==> src/hdl/assert_macros.svh <==
// assertion macros used by the address generator rtl
`ifndef ASSERT_MACROS_SVH
`define ASSERT_MACROS_SVH

`ifndef SYNTHESIS

`define ASSERT_PROP(lbl, clk, rst_n, prop, msg) \
    lbl: assert property (@(posedge clk) disable iff (!rst_n) prop) else $error(msg);

`define ASSERT_NEVER(lbl, clk, rst_n, expr, msg) \
    lbl: assert property (@(posedge clk) disable iff (!rst_n) !(expr)) else $error(msg);

`else

`define ASSERT_PROP(lbl, clk, rst_n, prop, msg)

`define ASSERT_NEVER(lbl, clk, rst_n, expr, msg)

`endif

`endif

==> src/hdl/mag_pkg.sv <==
// types and operation codes of the matrix operation address generator
`default_nettype none

package mag_pkg;

    localparam int KIND_W  = 6;
    localparam int IDX_W   = 6;
    localparam int RED_W   = 7;
    localparam int LAT_W   = 4;
    localparam int COORD_W = 7;
    localparam int ADDR_W  = 12;

    typedef logic [KIND_W-1:0]  kind_t;
    typedef logic [IDX_W-1:0]   idx_t;
    typedef logic [RED_W-1:0]   red_idx_t;
    typedef logic [LAT_W-1:0]   lat_t;
    typedef logic [COORD_W-1:0] coord_t;
    typedef logic [ADDR_W-1:0]  addr_t;

    typedef struct packed {
        logic  load0_valid;
        addr_t load0_address;
        logic  load1_valid;
        addr_t load1_address;
        logic  store_valid;
        logic  store_to_reducer;
        addr_t store_address;
    } addr_set_t;

    localparam kind_t OP_MULMM    = 6'd0;
    localparam kind_t OP_MULMV    = 6'd1;
    localparam kind_t OP_MULSM    = 6'd2;
    localparam kind_t OP_MULTRMM  = 6'd3;
    localparam kind_t OP_MULTRMV  = 6'd4;
    localparam kind_t OP_ADDTRM   = 6'd5;
    localparam kind_t OP_MULTRSM  = 6'd6;
    localparam kind_t OP_DIVMS    = 6'd7;
    localparam kind_t OP_TRM      = 6'd8;
    localparam kind_t OP_ADDM     = 6'd9;
    localparam kind_t OP_SUBM     = 6'd10;
    localparam kind_t OP_PMULM    = 6'd11;
    localparam kind_t OP_ADDV     = 6'd12;
    localparam kind_t OP_SUBV     = 6'd13;
    localparam kind_t OP_PMULV    = 6'd14;
    localparam kind_t OP_MULSV    = 6'd15;
    localparam kind_t OP_DIVVS    = 6'd16;
    localparam kind_t OP_MULS     = 6'd17;
    localparam kind_t OP_ADDS     = 6'd18;
    localparam kind_t OP_SUBS     = 6'd19;
    localparam kind_t OP_OPRODV   = 6'd20;
    localparam kind_t OP_SUBCMV   = 6'd21;
    localparam kind_t OP_DIVCMV   = 6'd22;
    localparam kind_t OP_ACCSUMCM = 6'd23;
    localparam kind_t OP_ABSM     = 6'd24;
    localparam kind_t OP_SET0M    = 6'd25;
    localparam kind_t OP_SETIDM   = 6'd26;
    localparam kind_t OP_ABSV     = 6'd27;
    localparam kind_t OP_SQRTV    = 6'd28;
    localparam kind_t OP_CUTMINV  = 6'd29;
    localparam kind_t OP_COPYV    = 6'd30;
    localparam kind_t OP_ABSS     = 6'd31;
    localparam kind_t OP_SQRTS    = 6'd32;
    localparam kind_t OP_SETD1    = 6'd33;
    localparam kind_t OP_DOTV     = 6'd34;
    localparam kind_t OP_SASUM    = 6'd35;
    localparam kind_t OP_NOOP     = 6'd36;

endpackage

`default_nettype wire

==> src/hdl/mag_decode.sv <==
// operation decode and row-major address computation
`default_nettype none

module mag_decode #(
    parameter int DIM = 64
) (
    input  wire mag_pkg::kind_t    kind,
    input  wire mag_pkg::idx_t     row_idx,
    input  wire mag_pkg::idx_t     mid_idx,
    input  wire mag_pkg::idx_t     col_idx,
    input  wire mag_pkg::red_idx_t reduce_idx,
    input  wire mag_pkg::lat_t     latency_step,
    output mag_pkg::addr_set_t     result
);

    localparam mag_pkg::addr_t DIM_A = mag_pkg::ADDR_W'(DIM);

    mag_pkg::coord_t i_c;
    mag_pkg::coord_t j_c;
    mag_pkg::coord_t k_c;
    mag_pkg::coord_t e_c;
    mag_pkg::addr_t  e_a;
    logic            i0;
    logic            ij0;
    logic            ijk0;
    logic            upper;
    logic            red;
    logic            red_last;

    logic            ld0_en;
    logic            ld1_en;
    logic            st_en;
    logic            st_red;
    mag_pkg::coord_t ld0_r;
    mag_pkg::coord_t ld0_c;
    mag_pkg::coord_t ld1_r;
    mag_pkg::coord_t ld1_c;
    mag_pkg::coord_t st_r;
    mag_pkg::coord_t st_c;

    function automatic mag_pkg::addr_t place(mag_pkg::coord_t r, mag_pkg::coord_t c);
        mag_pkg::addr_t r_a;
        mag_pkg::addr_t c_a;
        r_a   = {{(mag_pkg::ADDR_W - mag_pkg::COORD_W){1'b0}}, r};
        c_a   = {{(mag_pkg::ADDR_W - mag_pkg::COORD_W){1'b0}}, c};
        place = r_a * DIM_A + c_a;
    endfunction

    assign i_c      = {1'b0, row_idx};
    assign j_c      = {1'b0, mid_idx};
    assign k_c      = {1'b0, col_idx};
    assign e_c      = reduce_idx;
    assign e_a      = {{(mag_pkg::ADDR_W - mag_pkg::RED_W){1'b0}}, reduce_idx};
    assign i0       = (row_idx == '0);
    assign ij0      = i0 && (mid_idx == '0);
    assign ijk0     = ij0 && (col_idx == '0);
    assign upper    = (col_idx >= mid_idx);
    assign red      = (latency_step == '0) && (e_a < DIM_A);
    assign red_last = !((e_a + mag_pkg::ADDR_W'(1)) < DIM_A);

    always_comb
    begin
        ld0_en = 1'b0;
        ld1_en = 1'b0;
        st_en  = 1'b0;
        st_red = 1'b0;
        ld0_r  = '0;
        ld0_c  = '0;
        ld1_r  = '0;
        ld1_c  = '0;
        st_r   = '0;
        st_c   = '0;
        unique case (kind) inside
            mag_pkg::OP_MULMM:
            begin
                ld0_en = 1'b1; ld0_r = i_c; ld0_c = j_c;
                ld1_en = 1'b1; ld1_r = j_c; ld1_c = k_c;
                st_en  = 1'b1; st_r  = i_c; st_c  = k_c;
            end
            mag_pkg::OP_MULMV:
            begin
                ld0_en = i0; ld0_r = k_c; ld0_c = j_c;
                ld1_en = i0; ld1_c = j_c;
                st_en  = i0; st_r  = j_c; st_c  = k_c;
            end
            mag_pkg::OP_MULSM:
            begin
                ld0_en = i0;
                ld1_en = i0; ld1_r = j_c; ld1_c = k_c;
                st_en  = i0; st_r  = j_c; st_c  = k_c;
            end
            mag_pkg::OP_MULTRMM:
            begin
                ld0_en = upper; ld0_r = i_c; ld0_c = j_c;
                ld1_en = upper; ld1_r = j_c; ld1_c = k_c;
                st_en  = upper; st_r  = i_c; st_c  = k_c;
            end
            mag_pkg::OP_MULTRMV:
            begin
                ld0_en = i0 && upper; ld0_r = k_c; ld0_c = j_c;
                ld1_en = i0 && upper; ld1_c = j_c;
                st_en  = i0 && upper; st_r  = j_c; st_c  = k_c;
            end
            mag_pkg::OP_ADDTRM:
            begin
                ld0_en = i0 && upper; ld0_r = j_c; ld0_c = k_c;
                ld1_en = i0 && upper; ld1_r = j_c; ld1_c = k_c;
                st_en  = i0 && upper; st_r  = j_c; st_c  = k_c;
            end
            mag_pkg::OP_MULTRSM:
            begin
                ld0_en = i0 && upper;
                ld1_en = i0 && upper; ld1_r = j_c; ld1_c = k_c;
                st_en  = i0 && upper; st_r  = j_c; st_c  = k_c;
            end
            mag_pkg::OP_DIVMS:
            begin
                ld0_en = i0; ld0_r = j_c; ld0_c = k_c;
                ld1_en = i0;
                st_en  = i0; st_r  = j_c; st_c  = k_c;
            end
            mag_pkg::OP_TRM:
            begin
                ld0_en = i0; ld0_r = j_c; ld0_c = k_c;
                st_en  = i0; st_r  = k_c; st_c  = j_c;
            end
            mag_pkg::OP_ADDM, mag_pkg::OP_SUBM, mag_pkg::OP_PMULM:
            begin
                ld0_en = i0; ld0_r = j_c; ld0_c = k_c;
                ld1_en = i0; ld1_r = j_c; ld1_c = k_c;
                st_en  = i0; st_r  = j_c; st_c  = k_c;
            end
            mag_pkg::OP_ADDV, mag_pkg::OP_SUBV, mag_pkg::OP_PMULV:
            begin
                ld0_en = ij0; ld0_c = k_c;
                ld1_en = ij0; ld1_c = k_c;
                st_en  = ij0; st_c  = k_c;
            end
            mag_pkg::OP_MULSV:
            begin
                ld0_en = ij0;
                ld1_en = ij0; ld1_c = k_c;
                st_en  = ij0; st_c  = k_c;
            end
            mag_pkg::OP_DIVVS:
            begin
                ld0_en = ij0; ld0_c = k_c;
                ld1_en = ij0;
                st_en  = ij0; st_c  = k_c;
            end
            mag_pkg::OP_MULS, mag_pkg::OP_ADDS, mag_pkg::OP_SUBS:
            begin
                ld0_en = ijk0;
                ld1_en = ijk0;
                st_en  = ijk0;
            end
            mag_pkg::OP_OPRODV:
            begin
                ld0_en = i0; ld0_c = j_c;
                ld1_en = i0; ld1_c = k_c;
                st_en  = i0; st_r  = j_c; st_c = k_c;
            end
            mag_pkg::OP_SUBCMV, mag_pkg::OP_DIVCMV:
            begin
                ld0_en = i0; ld0_r = j_c; ld0_c = k_c;
                ld1_en = i0; ld1_c = k_c;
                st_en  = i0; st_r  = j_c; st_c  = k_c;
            end
            mag_pkg::OP_ACCSUMCM:
            begin
                ld0_en = i0; ld0_r = j_c; ld0_c = k_c;
                st_en  = i0; st_c  = k_c;
            end
            mag_pkg::OP_ABSM, mag_pkg::OP_SETD1:
            begin
                ld0_en = i0; ld0_r = j_c; ld0_c = k_c;
                st_en  = i0; st_r  = j_c; st_c  = k_c;
            end
            mag_pkg::OP_SET0M, mag_pkg::OP_SETIDM:
            begin
                st_en = i0; st_r = j_c; st_c = k_c;
            end
            mag_pkg::OP_ABSV, mag_pkg::OP_SQRTV, mag_pkg::OP_CUTMINV, mag_pkg::OP_COPYV:
            begin
                ld0_en = ij0; ld0_c = k_c;
                st_en  = ij0; st_c  = k_c;
            end
            mag_pkg::OP_ABSS, mag_pkg::OP_SQRTS:
            begin
                ld0_en = ijk0;
                st_en  = ijk0;
            end
            mag_pkg::OP_DOTV:
            begin
                ld0_en = red; ld0_c = e_c;
                ld1_en = red; ld1_c = e_c;
                st_en  = red;
                st_red = red && !red_last;
            end
            mag_pkg::OP_SASUM:
            begin
                ld0_en = red; ld0_c = e_c;
                st_en  = red;
                st_red = red && !red_last;
            end
            default:
            begin
                ld0_en = 1'b0;
            end
        endcase
    end

    // unused ports and the reduction register target read as zero address
    always_comb
    begin
        result.load0_valid      = ld0_en;
        result.load0_address    = ld0_en ? place(ld0_r, ld0_c) : '0;
        result.load1_valid      = ld1_en;
        result.load1_address    = ld1_en ? place(ld1_r, ld1_c) : '0;
        result.store_valid      = st_en;
        result.store_to_reducer = st_red;
        result.store_address    = (st_en && !st_red) ? place(st_r, st_c) : '0;
    end

endmodule

`default_nettype wire

==> src/hdl/matrix_op_address_generator.sv <==
// each item is captured in the input register, then decoded into the output register
// throughput: one item per cycle while out_stall is low; the address set per item needs three small
// multiplies by DIM in the single decode stage between input and output registers
// the input register keeps taking items while a result waits, until both hold data
// reset: asynchronous, active low, empties both the input and output registers
`default_nettype none
`include "assert_macros.svh"

module matrix_op_address_generator #(
    parameter int DIM = 64
) (
    input  wire                    clk,
    input  wire                    rst_n,

    input  wire                    in_valid,
    output logic                   in_stall,
    input  wire mag_pkg::kind_t    kind,
    input  wire mag_pkg::idx_t     row_idx,
    input  wire mag_pkg::idx_t     mid_idx,
    input  wire mag_pkg::idx_t     col_idx,
    input  wire mag_pkg::red_idx_t reduce_idx,
    input  wire mag_pkg::lat_t     latency_step,

    output logic                   out_valid,
    input  wire                    out_stall,
    output logic                   load0_valid,
    output mag_pkg::addr_t         load0_address,
    output logic                   load1_valid,
    output mag_pkg::addr_t         load1_address,
    output logic                   store_valid,
    output logic                   store_to_reducer,
    output mag_pkg::addr_t         store_address
);

    logic               s1_valid_reg;
    mag_pkg::kind_t     kind_reg;
    mag_pkg::idx_t      row_reg;
    mag_pkg::idx_t      mid_reg;
    mag_pkg::idx_t      col_reg;
    mag_pkg::red_idx_t  red_reg;
    mag_pkg::lat_t      lat_reg;

    logic               out_valid_reg;
    mag_pkg::addr_set_t res_reg;
    mag_pkg::addr_set_t res_next;

    logic               out_free;
    logic               in_take;

    assign out_free = !out_valid_reg || !out_stall;
    assign in_stall = s1_valid_reg && !out_free;
    assign in_take  = in_valid && !in_stall;

    always_ff @(posedge clk or negedge rst_n)
    begin
        if (!rst_n)
        begin
            s1_valid_reg  <= 1'b0;
            out_valid_reg <= 1'b0;
        end
        else
        begin
            if (!s1_valid_reg || out_free)
            begin
                s1_valid_reg <= in_valid;
            end
            if (out_free)
            begin
                out_valid_reg <= s1_valid_reg;
            end
        end
    end

    always_ff @(posedge clk)
    begin
        if (in_take)
        begin
            kind_reg <= kind;
            row_reg  <= row_idx;
            mid_reg  <= mid_idx;
            col_reg  <= col_idx;
            red_reg  <= reduce_idx;
            lat_reg  <= latency_step;
        end
        if (out_free && s1_valid_reg)
        begin
            res_reg <= res_next;
        end
    end

    mag_decode #(
        .DIM (DIM)
    ) u_decode (
        .kind         (kind_reg),
        .row_idx      (row_reg),
        .mid_idx      (mid_reg),
        .col_idx      (col_reg),
        .reduce_idx   (red_reg),
        .latency_step (lat_reg),
        .result       (res_next)
    );

    assign out_valid        = out_valid_reg;
    assign load0_valid      = res_reg.load0_valid;
    assign load0_address    = res_reg.load0_address;
    assign load1_valid      = res_reg.load1_valid;
    assign load1_address    = res_reg.load1_address;
    assign store_valid      = res_reg.store_valid;
    assign store_to_reducer = res_reg.store_to_reducer;
    assign store_address    = res_reg.store_address;

    `ASSERT_PROP(a_reducer_store, clk, rst_n, (out_valid && store_to_reducer) |-> (store_valid && (store_address == '0)), "reducer store without store or with address")
    `ASSERT_PROP(a_unused_load0, clk, rst_n, (out_valid && !load0_valid) |-> (load0_address == '0), "unused load0 port carries an address")
    `ASSERT_PROP(a_stall_needs_data, clk, rst_n, in_stall |-> (s1_valid_reg && out_valid_reg), "input stalled with a free register")
    `ASSERT_PROP(a_full_blocks, clk, rst_n, (s1_valid_reg && out_valid_reg && out_stall) |-> in_stall, "input taken while both registers are held")

endmodule

`default_nettype wire

==> config.mk <==
export PLATFORM = sky130hd
export DESIGN_NAME = matrix_op_address_generator
export DESIGN_NICKNAME = d
export VERILOG_FILES = /design/src/hdl/mag_pkg.sv /design/src/hdl/mag_decode.sv /design/src/hdl/matrix_op_address_generator.sv
export VERILOG_INCLUDE_DIRS = /design/src /design/src/hdl
export SDC_FILE = /design/constraint.sdc
export NUM_CORES = 1
export LEC_CHECK = 0
export ABC_AREA = 1
export BUFFER_PORTS_ARGS = -buffer_cell sky130_fd_sc_hd__buf_2
export CAP_MARGIN = 30
export CORE_ASPECT_RATIO = 0.75
export CORE_MARGIN = 1
export CORE_UTILIZATION = 46
export DETAILED_ROUTE_END_ITERATION = 12
export PLACE_DENSITY = 0.7
export RECOVER_POWER = 25
export SKIP_LAST_GASP = 1
export SYNTH_ARGS = -nofsm -noshare
export SYNTH_HDL_FRONTEND = slang
export SYNTH_SLANG_ARGS = --single-unit
==> constraint.sdc <==
create_clock -name clk -period 5.65 [get_ports clk]
set_clock_uncertainty 0.05 [all_clocks]
set_input_delay 0.8475 -clock clk [delete_from_list [all_inputs] [get_ports clk]]
set_output_delay 0.8475 -clock clk [all_outputs]
set_load 0.05 [all_outputs]
### Yosys cells after proc, flatten, opt, wreduce, memory -nomap -nowiden

Cells that the tools add are included.

| word-level totals | value |
|---|---|
| logic and storage cells | 107 |
| bits of input ports | 39 |
| output and inout bits | 42 |
| register bits after elaboration | 77 |

| cells by class | value |
|---|---|
| add/sub/neg operators | 4 |
| mux-type cells | 10 |
| $lt $le $gt $ge | 3 |
| equality and inequality tests | 35 |
| reductions and logical operators | 40 |

Operators with widths:

| operator | number |
|---|---|
| equality test 6 x 5 -> 1 bit (second input constant) | 16 |
| equality test 6 x 4 -> 1 bit (second input constant) | 8 |
| case mux 7 bit (3 select lines) | 2 |
| case mux 6 bit (3 select lines) | 2 |
| OR reduction 15 bit | 2 |
| OR reduction 28 bit | 1 |
| adder 12 x 7 -> 12 bit | 2 |
| equality test 6 x 3 -> 1 bit (second input constant) | 4 |
| equality test 6 bit (second input constant) | 4 |
| logical NOT 6 bit | 4 |
| case mux 1 bit (7 select lines) | 3 |
| OR reduction 19 bit | 1 |
| OR reduction 9 bit | 2 |
| OR reduction 16 bit | 1 |
| OR reduction 5 bit | 3 |
| OR reduction 13 bit | 1 |
| adder 12 x 6 -> 12 bit | 1 |
| equality test 6 x 2 -> 1 bit (second input constant) | 2 |
| < comparator 12 x 7 -> 1 bit (second input constant) | 1 |
| case mux 6 bit (2 select lines) | 1 |
| OR reduction 11 bit | 1 |
| logical AND 1 bit | 9 |
| adder 7 x 1 -> 8 bit (second input constant) | 1 |
| OR reduction 8 bit | 1 |
| other kinds (10) | 19 |

### Depth between registers and ports, before layout

Gate-level depths: netlist of run 1.

| logic depth | value |
|---|---|
| depth in word-level cells | 6 |
| depth in mapped cells | 15 |
| mapped depth without buffers | 15 |

### Cells and area by module

A second synthesis of run 1 with hierarchy kept.

| unflattened totals | value |
|---|---|
| cells, all modules | 438 |
| area, all modules | 4,186.5 um^2 |

By module, submodules not included:

| module | instances | area each (um^2) | seq. area each (um^2) | cells each |
|---|---|---|---|---|
| matrix_op_address_generator | 1 | 2,347.3 | 2,302.2 | 87 |
| mag_decode | 1 | 1,839.3 | 0.0 | 351 |

### Least setup slack after synthesis of run 1

Ideal clock, no wire load.

| timing path | value |
|---|---|
| kind | input port to flip-flop |
| start point | in out_stall |
| end point | reg res_reg, in the netlist load0_address[0], enable pin |
| required time | 5,149 ps |
| setup time | 451 ps |
| buffers on the path | 0 |
| data arrival time | 2,834 ps |
| cell stages on the path | 1 |
| slack | 2,315 ps |
| cells stage by stage | a21oi_1 |

| on the way | value |
|---|---|
| word-level cells in the longest chain between the ends | 3 |

RTL lines:

| what | RTL line | RTL |
|---|---|---|
| from (decl) | matrix_op_address_generator.sv:25 | `input wire out_stall,` |
| logical NOT 1 bit | matrix_op_address_generator.sv:50 | `assign out_free = !out_valid_reg \|\| !out_stall;` |
| logical OR 1 bit | matrix_op_address_generator.sv:50 |  |
| logical AND 1 bit | matrix_op_address_generator.sv:85 | `if (out_free && s1_valid_reg)` |
| to (signal assigned) | matrix_op_address_generator.sv:87 | `res_reg <= res_next;` |
| to (decl) | matrix_op_address_generator.sv:44 | `mag_pkg::addr_set_t res_reg;` |

Every way passes these cells.
A chain may end at the register's enable or synchronous reset.

### Worst setup path in the final report of run 1

| timing path | value |
|---|---|
| start point | in out_stall |
| end point | reg res_reg, in the netlist store_address[7], enable pin |

The elaborated chain is that of the path after synthesis.

==> summary.md, run 1 <==
• 28.62% — switching part of the total power
• buffers and inverters — family of cells with the greatest summed delay on the critical path
• 387 — number of violations reported at the end of detailed-routing iteration 0
• 3 — logic depth of the worst path, buffers included
• 15.93 mm — global-route wire length before repair
• 0 — total setup violations reported at the end of the flow
• 12 — number of cells on the worst reg-to-reg path
• 5.363 — ratio of routed vias to standard cells
• 2 — buffering stage count on the worst path with inverters included
• sky130_fd_sc_hd__clkbuf_1 — crit path max-delay cell type
• 0.3485 GHz — highest clock frequency the design can meet
• sky130_fd_sc_hd__edfxtp_1 54%, sky130_fd_sc_hd__nand2_1 8.3%, sky130_fd_sc_hd__inv_1 4.5% — leading post-synthesis cells by cell area
• 0.004163 mm^2 — summed instance area of the synthesized netlist
• 3379 — detailed-route via count
• 39.7% — proportion of power drawn by the clock network
• 77 — number of synthesized register bits
• 75 — number of flops mapped to enable cells by yosys
• 566 — number of nets in the final layout
• sky130_fd_sc_hd__edfxtp_1 — post-synthesis cell type with the largest combined area
• 16.7% — Gate power share
• in2async — hold crit path type
• 2.241 ns — slew at the pin closest to its max-slew limit
• 2.248 nW — leakage
• 81 — boundary pin count
• no — RSZ-0062 raised after global routing
• 3 — total number of H-tree levels
• DRC, capacitance limit, slew limit — violations in the final reports
• 9.703 um^2 — synthesized area per cell
• 3091 — via count of the first global-routing pass
• 0.34 ns — Skew-Pair Late Insertion Delay
• 10.06 mm — total detailed-routing wirelength
• 40 — largest driver fanout on the critical path
• 2.597% — Synth async-reset ratio
• 29 — row count
• 55.31% — share of the yosys chip area belonging to registers
• in2reg — critical path class
• 58.30% — Layout Utilization
• 5 — DRC violations left
• done — CTS tree
• flop — Critical Path Sink Type
• 2 — number of buffers between clock root and the deepest sink
• 22.76% — All-Layer GR Usage
• 0 — number of hold-repair buffers added at the cts stage
• 0 — number of warning messages in the yosys log
• 0.004683 mm^2 — instance area after placement
• 20.44% — area growth from synthesis to layout
• 478 — syn nets
• 2.889 ns — post-placement setup slack
• 0 — final hold violations
• 41 — largest net degree at the start of global routing
• 0.005014 mm^2 — final cell area excluding filler cells
• 0 — buffer count from post-CTS setup fixing
• sky130_fd_sc_hd__edfxtp_1 — leading register cell type out of synthesis
• -49.42% — headroom to the max-slew limit
• sky130_fd_sc_hd__clkbuf_1 — cell repeated most along the worst path
• 0 — number of nets with antenna violations after routing
• clkbuf_1 > a21oi_4 > clkbuf_1 — cell chain of the critical path
• finished, violations left — status
• 0.9749 — Final GP Congestion
• sky130_fd_sc_hd__clkbuf_16 — clock root buffer master
• 0.008600 mm^2 — core box area
• 41 — number of pins exceeding their max-slew limit in the final report
• 630 — Final Non-Filler Cells
• 2.780 ns — final worst slack
• 50.79% — Final Cycle Share
• 84.39 um — floorplan die height
• 0.2435 mV — Max IR drop VDD
• sky130_fd_sc_hd__nand2_1 — top-count cell post-synth
• 0 — post-cts resize count
• 37 — post-synthesis cell type count
• 92 x sky130_fd_sc_hd__nand2_1, 75 x sky130_fd_sc_hd__edfxtp_1, 50 x sky130_fd_sc_hd__inv_1 — most used standard cells in the synthesized netlist
• 2.74 ns — Arr. time, crit path
• 9 — CTS Buf Count
• 111.8 um — Die X-Extent
• 329.0 mW/mm^2 — power per standard cell area
• 7.684 mm — post-detailed-placement half-perimeter wirelength
• 1 — max-capacitance violation count
• 77 — Clock Sink Count
• 0.2288 ns — post-route worst hold slack
• 43.6% — portion of total power attributed to sequential cells
• 54.10% — fraction of synthesized cell area taken by the top area cell type
• 742 — FILL cells
• 80 — number of port buffers
• 614 — total instance count after detailed placement
• 1.59 ns — stage delay of the slowest cell on the critical path
• 2.870 ns — crit path time final
• input port — startpoint type of the worst setup path
• 0 ns — final total negative setup slack
• 0.06 ns — clock transition at the register clock pins on the worst setup and hold paths after CTS
• 0.009438 mm^2 — Die Outline Area
• 0 — number of antenna violations at the first check in global routing
• 0.4720 mW — net switching component of the power
• 5.52 ns — data required time of the critical path
• 9 — router iterations before antenna repair
• 1.177 mW — Internal Dissipation
• 48.41% — Starting Density
• 0 — global-route congestion overflow total
• 429 — Cells after Synth
• 15.97 um — average wire length per cell after detail routing
• 2.87 ns — worst reg2reg setup slack
• 1.649 mW — total power after layout
• 28.16% — layout cells sized above 1
• 0 — number of antenna repair diodes
[layout make-up]
cell class                 count  area (um^2)  share of cell area [%]
tap                          108        135.1                   2.695
sequential                    77         2302                   45.92
multi-input combinational    279         1573                   31.37
timing repair buffer          82        406.6                   8.111
inverter                      68        257.7                   5.141
clock buffer                   9        225.2                   4.492
clock inverter                 7        113.9                   2.271
[worst reg2reg max path, delay by kind of cell, from the launching register on]
family                   cells  cell delay [ns]
adder cells (fa/ha/maj)      2             0.42
AO/OA/AOI/OAI                1             0.28
flip-flops                   1             0.47
AND/OR/NAND/NOR              6             0.93
buffers and inverters        3             0.34
[kinds of logic after synthesis]
kind of cell / share of synthesized area [%]
adders and majority gates: 3.006
AOI/OAI and AO/OA: 8.987
buffers and inverters: 7.183
DFF: 55.31
xor gates and xnor gates: 0.6313
and+or+nand+nor: 24.89
[layer usage]
layer  track usage, %  share of wire [%]  routed length [um]
met1            32.70                 45                4536
met2            32.47                 42                4192
met3            6.715                 12                1171
met4            8.477                1.6                 162
met5                0                  0                   0
[path summary, 6_finish.rpt]
check                              from               end
setup / recovery              out_stall  store_address[7]
hold / removal                    rst_n      s1_valid_reg
setup reg to reg            kind_reg[4]  load0_address[8]
hold reg to reg            s1_valid_reg         out_valid
max in group asynchronous         rst_n         out_valid
min in group clk           s1_valid_reg         out_valid
[cell usage in the layout (no fill, tap or decap), types with 2 or more instances in the layout]
cell type / Yosys / layout
sky130_fd_sc_hd__dfrtp_1: 2 / 2
sky130_fd_sc_hd__nand3_2: 2 / 2
sky130_fd_sc_hd__a22oi_1: 17 / 17
sky130_fd_sc_hd__edfxtp_1: 75 / 75
sky130_fd_sc_hd__clkbuf_1: 1 / 5
sky130_fd_sc_hd__a21oi_1: 19 / 18
sky130_fd_sc_hd__nand2_2: 6 / 6
sky130_fd_sc_hd__o221ai_1: 2 / 2
sky130_fd_sc_hd__nand3b_1: 3 / 3
sky130_fd_sc_hd__nor3b_1: 3 / 3
sky130_fd_sc_hd__nor2_4: 6 / 6
sky130_fd_sc_hd__inv_2: 16 / 16
sky130_fd_sc_hd__o21ai_0: 9 / 9
sky130_fd_sc_hd__nand4_1: 8 / 8
sky130_fd_sc_hd__nor3_1: 8 / 8
sky130_fd_sc_hd__inv_1: 50 / 50
sky130_fd_sc_hd__nand2_1: 92 / 92
sky130_fd_sc_hd__bufinv_16: 0 / 3
sky130_fd_sc_hd__xor2_1: 3 / 3
sky130_fd_sc_hd__o211ai_1: 4 / 4
sky130_fd_sc_hd__nor2_1: 39 / 39
sky130_fd_sc_hd__a21oi_4: 1 / 2
sky130_fd_sc_hd__clkinvlp_4: 0 / 2
sky130_fd_sc_hd__nand3_1: 22 / 22
sky130_fd_sc_hd__nor2_2: 15 / 15
sky130_fd_sc_hd__clkbuf_16: 0 / 9
sky130_fd_sc_hd__nand4_2: 2 / 2
sky130_fd_sc_hd__ha_1: 10 / 10
sky130_fd_sc_hd__clkinv_1: 1 / 2
sky130_fd_sc_hd__buf_2: 0 / 76
[power by group through the flow]
stage	Combinational [mW]	Sequential, mW	Clock [mW]
final	0.275	0.719	0.655
after global routing	0.294	0.724	0.690
after CTS	0.275	0.717	0.665
after detailed placement	0.274	0.728	0
after global placement	0.274	0.727	0
after floorplan	0.107	0.817	0
Note: power is estimated with default switching activity, not from simulation.
==> run 2, diff against run 1 <==
--- a/config.mk
+++ b/config.mk
@@ -13,7 +13,7 @@
 export CORE_MARGIN = 1
 export CORE_UTILIZATION = 46
 export DETAILED_ROUTE_END_ITERATION = 12
-export PLACE_DENSITY = 0.7
+export PLACE_DENSITY = 0.73
 export RECOVER_POWER = 25
 export SKIP_LAST_GASP = 1
 export SYNTH_ARGS = -nofsm -noshare
==> constraint.sdc (replaced) <==
create_clock -name clk -period 2.6 [get_ports clk]
set_clock_uncertainty 0.05 [all_clocks]
set_input_delay 0.39 -clock clk [delete_from_list [all_inputs] [get_ports clk]]
set_output_delay 0.39 -clock clk [all_outputs]
set_load 0.05 [all_outputs]
==> run 2 against run 1 <==
The run ends with DRC left. Hold slack worse by 0.054 ns. Clock power is 91% higher. Cell area is 2.7% higher. Largest cell class unchanged. Largest power group unchanged. Highest routed layer unchanged.
==> summary.md, run 2 (synthesized netlist as in run 1, its figures left out) <==
• 0.004788 mm^2 — instance area after placement, was 0.004683 mm^2
• 0.1753 ns — post-route worst hold slack, was 0.2288 ns
• 2 — number of buffers between clock root and the deepest sink, unchanged
• 0 — number of antenna repair diodes, unchanged
• kind_reg[1] — startpoint of the worst-slack reg-to-reg timing path, was kind_reg[4]
• DRC — violations in the final reports, was DRC, capacitance limit, slew limit
• 0.16 ns — worst reg2reg setup slack, was 2.87 ns
• 0.005151 mm^2 — final cell area excluding filler cells, was 0.005014 mm^2
• 0 — number of pins exceeding their max-slew limit in the final report, was 41
• in2reg — hold crit path type, was in2async
• 16.50 mm — global-route wire length before repair, was 15.93 mm
• 29 — row count, unchanged
• 1 — number of cells traversed by the worst hold path
• 84.39 um — floorplan die height, unchanged
• 2.438 ns — crit path time final
• 0 — number of antenna violations at the first check in global routing, unchanged
• 0 — global-route congestion overflow total, unchanged
• 315 — number of violations reported at the end of detailed-routing iteration 0, was 387
• 0.9891 — Final GP Congestion, was 0.9749
• 0 — max-capacitance violation count, was 1
• 111.8 um — Die X-Extent, unchanged
• done — CTS tree, unchanged
• 0.6063 mV — Max IR drop VDD, was 0.2435 mV
• 0.7046 ns — slew at the pin closest to its max-slew limit, was 2.241 ns
• 666.0 mW/mm^2 — power per standard cell area, was 329.0 mW/mm^2
• 0.34 ns — Skew-Pair Late Insertion Delay, about the same
• 586 — number of nets in the final layout, was 566
• 91 x sky130_fd_sc_hd__nand2_1, 75 x sky130_fd_sc_hd__edfxtp_1, 69 x sky130_fd_sc_hd__buf_2 — commonest cells after routing, fill and taps aside, was 92 x sky130_fd_sc_hd__nand2_1, 76 x sky130_fd_sc_hd__buf_2, 75 x sky130_fd_sc_hd__edfxtp_1
• 0.008600 mm^2 — core box area, unchanged
• 2.61 ns — data required time of the critical path, was 5.52 ns
• 9 — CTS Buf Count, unchanged
• 53.02% — headroom to the max-slew limit, was -49.42%
• 0.4102 GHz — highest clock frequency the design can meet
• finished, violations left — status, unchanged
• 0 — final hold violations, unchanged
• 9 — router iterations before antenna repair, unchanged
• sky130_fd_sc_hd__nand2_1 — commonest non-fill, non-tap cell in the layout, unchanged
• 3211 — via count of the first global-routing pass, was 3091
• lat_reg[3] — Hold Crit Endpoint
• 10.25 mm — total detailed-routing wirelength, was 10.06 mm
• 3491 — detailed-route via count, was 3379
• flop — startpoint type of the worst setup path, was input port
• 81 — boundary pin count, unchanged
• 59.90% — Layout Utilization, was 58.30%
• 0.1620 ns — final worst slack, was 2.780 ns
• 93.77% — Final Cycle Share
• 0 — total setup violations reported at the end of the flow, unchanged
• 77 — Clock Sink Count, unchanged
• 0.06 ns — clock transition at the register clock pins on the worst setup and hold paths after CTS, about the same
• 48.41% — Starting Density, unchanged
• 7.958 mm — post-detailed-placement half-perimeter wirelength, was 7.684 mm
• 8 — DRC violations left, was 5
• 2.45 ns — Arr. time, crit path, was 2.74 ns
• 41 — largest net degree at the start of global routing, unchanged
• 12 — largest driver fanout on the critical path, was 40
• flop — Critical Path Sink Type, unchanged
• 0 — number of nets with antenna violations after routing, unchanged
• 23.75% — area growth from synthesis to layout, was 20.44%
• latency_step[3] — Hold Path Origin
• store_address[1] — reg2reg end, was load0_address[8]
• 2.305 nW — leakage, was 2.248 nW
• 3 — total number of H-tree levels, unchanged
• 15.77 um — average wire length per cell after detail routing, was 15.97 um
• 0.009438 mm^2 — Die Outline Area, unchanged
• 23.20% — All-Layer GR Usage, was 22.76%
• sky130_fd_sc_hd__clkbuf_16 — clock root buffer master, unchanged
• 0.1486 ns — post-placement setup slack, was 2.889 ns
• 80 — number of port buffers, unchanged
• reg2reg — critical path class, was in2reg
• 8 — number of cells on the worst reg-to-reg path, was 12
• 5.371 — ratio of routed vias to standard cells, was 5.363
• 30.63% — layout cells sized above 1, was 28.16%
## run 2: cell count changes in the layout (fill, tap and decap cells not counted), sizes merged
| cell | previous run | this run |
|---|---|---|
| dlygate4sd3 | 0 | 1 |
| clkinv | 3 | 2 |
| clkbuf | 14 | 22 |
| bufinv | 3 | 1 |
| inv | 67 | 68 |
| buf | 77 | 90 |
## run 2: metrics by stage
stage / power, mW / TNS [ns] / std cells
global route: 3.563 / -0.04141 / 650
CTS: 3.450 / 0 / 645
global placement: 2.188 / 0 / 628
floorplan: 2.008 / 0 / 429
detailed placement: 2.195 / 0 / 628
finish: 3.431 / 0 / 650
## run 2: critical path, stage by stage (launching register included)
cell,delay [ns]
sky130_fd_sc_hd__edfxtp_1,0.51
sky130_fd_sc_hd__nor2_4,0.28
sky130_fd_sc_hd__nor2_1,0.13
sky130_fd_sc_hd__nor3b_1,0.31
sky130_fd_sc_hd__nor2_1,0.10
sky130_fd_sc_hd__nor2_1,0.19
sky130_fd_sc_hd__nand4_2,0.15
sky130_fd_sc_hd__o21ai_2,0.32
sky130_fd_sc_hd__nor2_1,0.10
## run 2: worst max path at each step
stage,slack [ns],end,from
floorplan,0.04,col_reg[0],out_valid
global placement,0.16,load1_address[10],kind_reg[4]
finish,0.16,store_address[1],kind_reg[1]
detailed placement,0.15,load1_address[10],kind_reg[4]
global route,-0.04,load1_address[10],kind_reg[5]
CTS,0.14,load1_address[10],kind_reg[4]
## run 2: layout make-up
cell class	count	area, um^2
Timing Repair Buffer	102	554.3
Sequential cell	77	2302
Fill cell	729	3448
Multi-Input combinational cell	279	1600
Clock buffer	11	242.7
Tap cell	108	135.1
Inverter	68	257.7
Clock inverter	5	58.81
## run 2: repair_timing
item                                    4_1_cts  5_1_grt
hold buffers                                  1        0
hold endpoints to repair                      2        0
endpoints found under the setup margin        0        4
resized for setup                             0        8
buffers inserted                              0        5
## run 2: power breakdown
group          total (mW)  internal, mW  switching, mW
registers            1.54          1.49         0.0579
clock network        1.25         0.770          0.477
logic               0.639         0.157          0.482
## run 2: per-layer routing
layer | share of wire [%] | global-route usage (%) | routed length [um] | vias up
met4 | 1.3 | 7.740 | 131 | 0
met2 | 41 | 32.81 | 4165 | 200
li1 | - | - | - | 1675
met1 | 48 | 34.48 | 4872 | 1604
met5 | 0 | 0 | 0 | -
met3 | 11 | 5.993 | 1078 | 12
